<file path="src/hdl/vpla_pkg.sv">
package vpla_pkg;

  localparam int CoordW = 32;
  localparam int ProdW  = 2 * CoordW;
  localparam int RootW  = ProdW / 2;
  localparam int LevelW = 8;
  localparam int RadW   = 31;
  localparam int NumW   = LevelW + RadW;

  localparam int SqCntW  = $clog2(CoordW);
  localparam int RtCntW  = $clog2(RootW);
  localparam int DivCntW = $clog2(LevelW);

  localparam logic [LevelW-1:0] SumMax = 8'd255;

  // light operands handed to the falloff unit
  typedef struct packed {
    logic [LevelW-1:0] level;
    logic [RadW-1:0]   near_r;
    logic [RadW-1:0]   far_r;
  } fo_op_t;

endpackage

</file>
<file path="src/hdl/vertex_point_light_accumulator.sv">
// Point-light vertex lighting with linear falloff. Each item pairs a vertex
// with a light (16.16 coordinates); the block adds the light's contribution
// to a running sum saturating at 255, and an item with last_light set emits
// that sum on brightness_o and clears it. One item at a time, passing through
// the bit-serial squarers (three axes side by side), the two-bit-per-cycle
// square root and the bit-serial falloff divider (skipped when the distance
// is at or inside the near radius or at or beyond the far radius). A result
// waiting in the output register does not hold off the next item; only a
// second result stalls until it is taken.
module vertex_point_light_accumulator (
  input  logic                               clk_i,
  input  logic                               rst_ni,
  input  logic                               in_valid_i,
  output logic                               in_ready_o,
  input  logic signed [vpla_pkg::CoordW-1:0] vertex_x_i,
  input  logic signed [vpla_pkg::CoordW-1:0] vertex_y_i,
  input  logic signed [vpla_pkg::CoordW-1:0] vertex_z_i,
  input  logic signed [vpla_pkg::CoordW-1:0] light_x_i,
  input  logic signed [vpla_pkg::CoordW-1:0] light_y_i,
  input  logic signed [vpla_pkg::CoordW-1:0] light_z_i,
  input  logic        [vpla_pkg::LevelW-1:0] light_level_i,
  input  logic        [vpla_pkg::RadW-1:0]   near_radius_i,
  input  logic        [vpla_pkg::RadW-1:0]   far_radius_i,
  input  logic                               last_light_i,
  output logic                               out_valid_o,
  input  logic                               out_ready_i,
  output logic        [vpla_pkg::LevelW-1:0] brightness_o
);
  import vpla_pkg::*;

  typedef enum logic [4:0] {
    S_IDLE = 5'b00001,
    S_SQ   = 5'b00010,
    S_RT   = 5'b00100,
    S_FO   = 5'b01000,
    S_ACC  = 5'b10000
  } state_e;

  state_e            state_q, state_d;
  logic              accept;
  fo_op_t            op_q;
  logic              last_q;
  logic [LevelW-1:0] sum_q, sum_d, bright_q;
  logic              out_valid_q;

  logic              sq_done, rt_done, fo_done;
  logic [ProdW-1:0]  d2;
  logic [RootW-1:0]  root_dist;
  logic [LevelW-1:0] inc;
  logic [LevelW:0]   sum_ext;
  logic [LevelW-1:0] sum_sat;
  logic              emit, fold;

  assign in_ready_o = (state_q == S_IDLE);
  assign accept     = in_valid_i && in_ready_o;

  vpla_sqsum u_sqsum (
    .clk_i   (clk_i),
    .rst_ni  (rst_ni),
    .start_i (accept),
    .vtx_x_i (vertex_x_i),
    .vtx_y_i (vertex_y_i),
    .vtx_z_i (vertex_z_i),
    .lgt_x_i (light_x_i),
    .lgt_y_i (light_y_i),
    .lgt_z_i (light_z_i),
    .done_o  (sq_done),
    .d2_o    (d2)
  );

  vpla_sqrt u_sqrt (
    .clk_i   (clk_i),
    .rst_ni  (rst_ni),
    .start_i (sq_done),
    .rad_i   (d2),
    .done_o  (rt_done),
    .root_o  (root_dist)
  );

  vpla_falloff u_falloff (
    .clk_i   (clk_i),
    .rst_ni  (rst_ni),
    .start_i (rt_done),
    .dist_i  (root_dist),
    .op_i    (op_q),
    .done_o  (fo_done),
    .inc_o   (inc)
  );

  always_comb begin
    sum_ext = {1'b0, sum_q} + {1'b0, inc};
    sum_sat = sum_ext[LevelW] ? SumMax : sum_ext[LevelW-1:0];
    fold    = (state_q == S_ACC) && !last_q;
    emit    = (state_q == S_ACC) && last_q && (!out_valid_q || out_ready_i);
    sum_d   = sum_q;
    if (fold) begin
      sum_d = sum_sat;
    end else if (emit) begin
      sum_d = '0;
    end
  end

  always_comb begin
    state_d = state_q;
    case (state_q)
      S_IDLE: if (accept) state_d = S_SQ;
      S_SQ:   if (sq_done) state_d = S_RT;
      S_RT:   if (rt_done) state_d = S_FO;
      S_FO:   if (fo_done) state_d = S_ACC;
      S_ACC:  if (fold || emit) state_d = S_IDLE;
      default: state_d = S_IDLE;
    endcase
  end

  always_ff @(posedge clk_i or negedge rst_ni) begin
    if (!rst_ni) begin
      state_q     <= S_IDLE;
      sum_q       <= '0;
      out_valid_q <= 1'b0;
    end else begin
      state_q <= state_d;
      sum_q   <= sum_d;
      if (emit) begin
        out_valid_q <= 1'b1;
      end else if (out_ready_i) begin
        out_valid_q <= 1'b0;
      end
    end
  end

  always_ff @(posedge clk_i) begin
    if (accept) begin
      op_q.level  <= light_level_i;
      op_q.near_r <= near_radius_i;
      op_q.far_r  <= far_radius_i;
      last_q      <= last_light_i;
    end
    if (emit) begin
      bright_q <= sum_sat;
    end
  end

  assign out_valid_o  = out_valid_q;
  assign brightness_o = bright_q;

`ifndef SYNTHESIS
  a_state_onehot: assert property (@(posedge clk_i) disable iff (!rst_ni)
    $onehot(state_q))
    else $error("state register not one-hot");

  a_sq_done_in_sq: assert property (@(posedge clk_i) disable iff (!rst_ni)
    sq_done |-> (state_q == S_SQ))
    else $error("squarer finished outside its phase");

  a_fo_done_in_fo: assert property (@(posedge clk_i) disable iff (!rst_ni)
    fo_done |-> (state_q == S_FO))
    else $error("falloff finished outside its phase");

  a_emit_clears: assert property (@(posedge clk_i) disable iff (!rst_ni)
    emit |=> (out_valid_o && (sum_q == '0) && (state_q == S_IDLE)))
    else $error("emitted item did not clear the running sum");
`endif

endmodule

</file>
<file path="src/hdl/vpla_sqsum.sv">
module vpla_sqsum (
  input  logic                                 clk_i,
  input  logic                                 rst_ni,
  input  logic                                 start_i,
  input  logic signed [vpla_pkg::CoordW-1:0]   vtx_x_i,
  input  logic signed [vpla_pkg::CoordW-1:0]   vtx_y_i,
  input  logic signed [vpla_pkg::CoordW-1:0]   vtx_z_i,
  input  logic signed [vpla_pkg::CoordW-1:0]   lgt_x_i,
  input  logic signed [vpla_pkg::CoordW-1:0]   lgt_y_i,
  input  logic signed [vpla_pkg::CoordW-1:0]   lgt_z_i,
  output logic                                 done_o,
  output logic        [vpla_pkg::ProdW-1:0]    d2_o
);
  import vpla_pkg::*;

  logic [CoordW-1:0] diff   [3];
  logic [CoordW-1:0] mag    [3];
  logic [CoordW-1:0] mag_q  [3];
  logic [ProdW-1:0]  prod_q [3];
  logic [ProdW-1:0]  prod_d [3];
  logic [CoordW:0]   hi_sum [3];
  logic [ProdW-1:0]  d2_q;

  logic              busy_q, add_q, done_q;
  logic [SqCntW-1:0] cnt_q;
  logic              last_step;

  assign last_step = busy_q && (cnt_q == SqCntW'(CoordW - 1));

  always_comb begin
    diff[0] = CoordW'(lgt_x_i) - CoordW'(vtx_x_i);
    diff[1] = CoordW'(lgt_y_i) - CoordW'(vtx_y_i);
    diff[2] = CoordW'(lgt_z_i) - CoordW'(vtx_z_i);
    for (int i = 0; i < 3; i++) begin
      mag[i] = diff[i][CoordW-1] ? (CoordW'(0) - diff[i]) : diff[i];
      // one multiplier bit per cycle: add at the top, shift the pair right
      hi_sum[i] = {1'b0, prod_q[i][ProdW-1:CoordW]}
                + {1'b0, (prod_q[i][0] ? mag_q[i] : CoordW'(0))};
      prod_d[i] = {hi_sum[i], prod_q[i][CoordW-1:1]};
    end
  end

  always_ff @(posedge clk_i or negedge rst_ni) begin
    if (!rst_ni) begin
      busy_q <= 1'b0;
      add_q  <= 1'b0;
      done_q <= 1'b0;
      cnt_q  <= '0;
    end else begin
      add_q  <= last_step;
      done_q <= add_q;
      if (start_i) begin
        busy_q <= 1'b1;
        cnt_q  <= '0;
      end else if (busy_q) begin
        cnt_q <= cnt_q + SqCntW'(1);
        if (last_step) begin
          busy_q <= 1'b0;
        end
      end
    end
  end

  always_ff @(posedge clk_i) begin
    if (start_i) begin
      for (int i = 0; i < 3; i++) begin
        mag_q[i]  <= mag[i];
        prod_q[i] <= {CoordW'(0), mag[i]};
      end
    end else if (busy_q) begin
      for (int i = 0; i < 3; i++) begin
        prod_q[i] <= prod_d[i];
      end
    end
    // each square is at most 2^62, so the sum of three fits
    if (add_q) begin
      d2_q <= prod_q[0] + prod_q[1] + prod_q[2];
    end
  end

  assign done_o = done_q;
  assign d2_o   = d2_q;

endmodule

</file>
<file path="src/hdl/vpla_sqrt.sv">
module vpla_sqrt (
  input  logic                            clk_i,
  input  logic                            rst_ni,
  input  logic                            start_i,
  input  logic [vpla_pkg::ProdW-1:0]      rad_i,
  output logic                            done_o,
  output logic [vpla_pkg::RootW-1:0]      root_o
);
  import vpla_pkg::*;

  logic [ProdW-1:0]  rad_q;
  logic [RootW:0]    rem_q;
  logic [RootW-1:0]  root_q;
  logic [RootW+2:0]  rem_t, trial, diff;
  logic              ge;

  logic              busy_q, done_q;
  logic [RtCntW-1:0] cnt_q;
  logic              last_step;

  assign last_step = busy_q && (cnt_q == RtCntW'(RootW - 1));

  // two radicand bits per cycle; remainder stays within 2*root
  always_comb begin
    rem_t = {rem_q, rad_q[ProdW-1:ProdW-2]};
    trial = {1'b0, root_q, 2'b01};
    ge    = (rem_t >= trial);
    diff  = rem_t - trial;
  end

  always_ff @(posedge clk_i or negedge rst_ni) begin
    if (!rst_ni) begin
      busy_q <= 1'b0;
      done_q <= 1'b0;
      cnt_q  <= '0;
    end else begin
      done_q <= last_step;
      if (start_i) begin
        busy_q <= 1'b1;
        cnt_q  <= '0;
      end else if (busy_q) begin
        cnt_q <= cnt_q + RtCntW'(1);
        if (last_step) begin
          busy_q <= 1'b0;
        end
      end
    end
  end

  always_ff @(posedge clk_i) begin
    if (start_i) begin
      rad_q  <= rad_i;
      rem_q  <= '0;
      root_q <= '0;
    end else if (busy_q) begin
      rad_q  <= {rad_q[ProdW-3:0], 2'b00};
      rem_q  <= ge ? diff[RootW:0] : rem_t[RootW:0];
      root_q <= {root_q[RootW-2:0], ge};
    end
  end

  assign done_o = done_q;
  assign root_o = root_q;

endmodule

</file>
<file path="src/hdl/vpla_falloff.sv">
module vpla_falloff (
  input  logic                            clk_i,
  input  logic                            rst_ni,
  input  logic                            start_i,
  input  logic [vpla_pkg::RootW-1:0]      dist_i,
  input  vpla_pkg::fo_op_t                op_i,
  output logic                            done_o,
  output logic [vpla_pkg::LevelW-1:0]     inc_o
);
  import vpla_pkg::*;

  logic               near_hit, far_hit;
  logic [RadW-1:0]    span, denom;
  logic [NumW-1:0]    num;
  logic [RadW-1:0]    denom_q, rem_q;
  logic [LevelW-1:0]  low_q;
  logic [RadW:0]      rem_t, sub;
  logic               ge;

  logic               busy_q, done_q;
  logic [DivCntW-1:0] cnt_q;
  logic               last_step;

  assign last_step = busy_q && (cnt_q == DivCntW'(LevelW - 1));

  always_comb begin
    near_hit = (dist_i <= RootW'(op_i.near_r));
    far_hit  = (RootW'(op_i.far_r) <= dist_i);
    // between the radii dist < far < 2^31
    span     = op_i.far_r - dist_i[RadW-1:0];
    denom    = op_i.far_r - op_i.near_r;
    num      = NumW'(op_i.level) * NumW'(span);
    rem_t    = {rem_q, low_q[LevelW-1]};
    ge       = (rem_t >= {1'b0, denom_q});
    sub      = rem_t - {1'b0, denom_q};
  end

  always_ff @(posedge clk_i or negedge rst_ni) begin
    if (!rst_ni) begin
      busy_q <= 1'b0;
      done_q <= 1'b0;
      cnt_q  <= '0;
    end else begin
      if (start_i) begin
        busy_q <= !near_hit && !far_hit;
        done_q <= near_hit || far_hit;
        cnt_q  <= '0;
      end else begin
        done_q <= last_step;
        if (busy_q) begin
          cnt_q <= cnt_q + DivCntW'(1);
          if (last_step) begin
            busy_q <= 1'b0;
          end
        end
      end
    end
  end

  // quotient is below level, so it takes 8 bits: the top of the numerator
  // starts below the divisor and only the low 8 bits are shifted in
  always_ff @(posedge clk_i) begin
    if (start_i) begin
      denom_q <= denom;
      if (near_hit) begin
        low_q <= op_i.level;
      end else if (far_hit) begin
        low_q <= '0;
      end else begin
        rem_q <= num[NumW-1:LevelW];
        low_q <= num[LevelW-1:0];
      end
    end else if (busy_q) begin
      rem_q <= ge ? sub[RadW-1:0] : rem_t[RadW-1:0];
      low_q <= {low_q[LevelW-2:0], ge};
    end
  end

  assign done_o = done_q;
  assign inc_o  = low_q;

endmodule

</file>
<file path="config.mk">
export PLATFORM = sky130hd
export DESIGN_NAME = vertex_point_light_accumulator
export DESIGN_NICKNAME = d
export VERILOG_FILES = /design/src/hdl/vpla_pkg.sv /design/src/hdl/vertex_point_light_accumulator.sv /design/src/hdl/vpla_sqsum.sv /design/src/hdl/vpla_sqrt.sv /design/src/hdl/vpla_falloff.sv
export SDC_FILE = /design/constraint.sdc
export NUM_CORES = 2
export LEC_CHECK = 0
export ABC_AREA = 1
export BUFFER_PORTS_ARGS = -buffer_cell sky130_fd_sc_hd__buf_2
export CORE_MARGIN = 1
export CORE_UTILIZATION = 39
export CTS_BUF_LIST = sky130_fd_sc_hd__clkbuf_4 sky130_fd_sc_hd__clkbuf_8 sky130_fd_sc_hd__clkbuf_16
export DETAILED_ROUTE_END_ITERATION = 8
export GPL_TIMING_DRIVEN = 1
export PLACE_DENSITY = 0.53
export SLEW_MARGIN = 15
export SYNTH_ARGS = -nofsm -noshare
export SYNTH_HDL_FRONTEND = slang
export SYNTH_SLANG_ARGS = --single-unit
</file>
<file path="constraint.sdc">
create_clock -name clk_i -period 5.8 [get_ports clk_i]
set_clock_uncertainty 0.1 [all_clocks]
set_input_delay 0.58 -clock clk_i [delete_from_list [all_inputs] [get_ports clk_i]]
set_output_delay 0.58 -clock clk_i [all_outputs]
set_load 0.02 [all_outputs]
</file>
==> summary.md <==
| Metric | Value |
|---|---|
| GP Congestion | around 0.95 |
| Max_cap viols | 0 |
| Max transition margin | roughly a quarter |
| CP delay by family, top | adder cells |
| CP required | 6130 ps |
| Total wire length | ~220,000 µm |
| Post-Layout Cell Count | 11,100 |
| Detail Route Antenna Nets | 0 |
| Tcrit/Tclk final | 107% |
| Area growth, synth to finish | 20.8% |
| Via density | 5.06 |
| Tot GR Track Use | 27.0% |
| FILL cells | 15,600 |
| Hold slack | a little under 7 ps |
| Crit Path Max Fanout | 4 |
| CP max stage cell | edfxtp_1 |
| Final layout net count | 9,990 |
| Initial DRC Count | 3,698 |
| Core area | 155,000 µm² |
| Setup violations, final | 26 |
| Outcome | finished with violations |
| Fin area | 73,900 µm² |
| Clock latency on the worst-skew pair | 700 ps |
| Port bufs | roughly 280 |
| Leading register cell type out of synthesis | edfxtp_1 |
| Crit path largest cell delay | 530 ps |
| Die H | between 300 and 400 µm |
| Post-Synthesis Net Count | 9,236 |
| Critical path startpoint category | flop |
| RSZ-0062 raised after global routing | true |
| Wirelength per Cell | 19.5 µm |
| Share of cells above drive strength 1 | ~16% |
| FFs w/ async S/R, synth | between 5 and 6% |
| Placed Cells | roughly 11,000 |
| H-tree Lvls | 3 |
| Most frequent cells in the layout | nand2_1, inv_1, nor2_1 |
| Yosys warns | 0 |
| Critical Path End Type | flop |
| Count of buffer and inverter cells on the critical path | 5 |
| Post-synth EDFFs | 565 |
| Num rows | 144 |
| Worst Path Class, Setup | flop to flop |
| IO Pins | 277 |
| CP Data Arrival Time | 6550 ps |
| Tightest Hold Check Type | input pin to asynchronous set/reset pin |
| Cell variety after synth | 66 |
| Gate Count Post-Synth | 8,237 |
| Initial antenna violation count | 3 |
| Maximum clock rate | between 0.15 and 0.2 GHz |
| DRC viols | 0 |
| Failing checks | setup timing |
| Total congestion overflow | 0 |
| CTS Buf Count | 80 |
| Register bit total from synthesis | 664 |
| Minimum clock period | 6220 ps |
| Chip width | 398 µm |
| Clock sink total | 664 |
| Starting density of the core | 39.5% |
| Dpl cell area | between 60,000 and 70,000 µm² |
| Place WS | -1090 ps |
| Slew @ Worst Pin | 1140 ps |
| Largest net degree at the start of global routing | 91 |
| Die area | 158,000 µm² |
| Clock transition at path regs | 60 ps |
| Sequential fraction of the synthesis area | 31.3% |
| Post-DP HPWL | 180,000 µm |
| Vias in the first global route | 55,200 |
| First-pass GRT wire length | 326,000 µm |
| Commonest non-fill, non-tap cell in the layout | nand2_1 |
| Final hold viol count | 0 |
| Slew Limit Fails | 0 |
| Post-Syn Area | 61,200 µm² |
| Root buf cell | clkbuf_16 |
| Via count | 56,100 |
| PnR worst setup slack | -424 ps |
| CTS max path bufs | 3 |
| First-pass iteration count of the detailed router | 6 |
| TritonCTS clock tree | yes |
| Mean Syn Cell Area | 7.43 µm² |
-- flip-flops by register name, summed over array words and instances (netlist names), 31 cells and up --
name               cells
u_sqsum.mag_q         96
u_sqrt.root_o         32
op_q                  70
u_sqsum.d2_o          64
u_falloff.rem_q       31
u_sqrt.rad_q          64
u_sqsum.prod_q       192
u_sqrt.rem_q          33
u_falloff.denom_q     31
-- worst register-to-register path: cells and delay by family (launching register included) --
kind	cells	cell delay, ps
adder cells (fa/ha/maj)	6	2650
AND/OR/NAND/NOR	9	1170
flip-flops	1	530
buffers and inverters	5	460
XOR/XNOR	2	230
AO/OA/AOI/OAI	4	820
-- per-stage QoR --
stage,setup TNS (ps),utilization (%)
2_1_floorplan,-136,-
3_3_place_gp,-18320,43.9
3_5_place_dp,-19780,43.9
4_1_cts,-7910,47.0
5_1_grt,-13990,47.7
6_report,-7870,47.7
-- kinds of logic (layout without fill, tap and decap cells) --
logic type               count (synthesis)  after routing  synth area share [%]
buffers and inverters                 1498           2316                  9.35
adder cells (fa/ha/maj)                732            732                  18.0
flip-flops                             664            664                  31.3
AO/OA/AOI/OAI                         1309           1309                  12.0
XOR/XNOR                               265            265                  4.08
AND/OR/NAND/NOR                       3769           3769                  25.3
other                                    0              1                     0
-- cells in the mapped netlist, types with 99 or more instances --
cell type	n	area, µm²
clkbuf_1	99	372
xnor2_1	100	876
edfxtp_1	565	17000
fa_1	248	4960
nand3_1	254	1270
nand2_1	2367	8880
a21oi_1	604	3020
o21ai_0	363	1820
nor2_1	797	2990
ha_1	484	6060
inv_1	1340	5030
xor2_1	142	1240
-- path summary, 6_finish.rpt --
check / from / endpoint / slack, ps / cells past startpoint
max in group asynchronous: rst_ni / u_sqrt.done_o / 4800 / 1
worst min-delay path: rst_ni / state_q[2] / 7 / 1
min in group clk_i: far_radius_i[8] / op_q[8] / 60 / 1
worst max register to register: op_q[16] / u_falloff.rem_q[30] / -420 / 26
worst max-delay path: op_q[16] / u_falloff.rem_q[30] / -420 / 26
worst min register to register: u_sqrt.rem_q[31] / u_sqrt.rem_q[31] / 360 / 2
-- final cells by class --
class,instances,area (µm²),area share (%)
Multi-Input combinational cell,6075,38600,52.3
Sequential cell,664,19100,25.9
Timing Repair Buffer,799,5810,7.86
Inverter,1371,5190,7.03
Tap cell,2044,2560,3.46
Clock buffer,96,2120,2.87
Clock inverter,50,435,0.589
Antenna cell,1,2.50,0.00339
-- layer usage --
layer / vias to the layer above / track usage (%) / part of all wire [%]
li1: 28200 / - / -
met1: 26300 / 34.6 / 44
met2: 1360 / 47.2 / 48
met3: 259 / 2.06 / 3.9
met4: 2 / 9.95 / 3.9
met5: - / 0 / 0.0060
-- repair_timing --
action                                  in CTS  in global routing
gates resized for setup                    323                223
pin swaps                                  172                158
hold buffers                                61                  0
endpoints found under the hold margin       61                  0
buffers inserted                            30                 25
endpoints found under the setup margin      29                 30
Power is left out: the tool's default activity adds up to more than one toggle a clock period on the data nets, which glitch-free logic cannot reach.
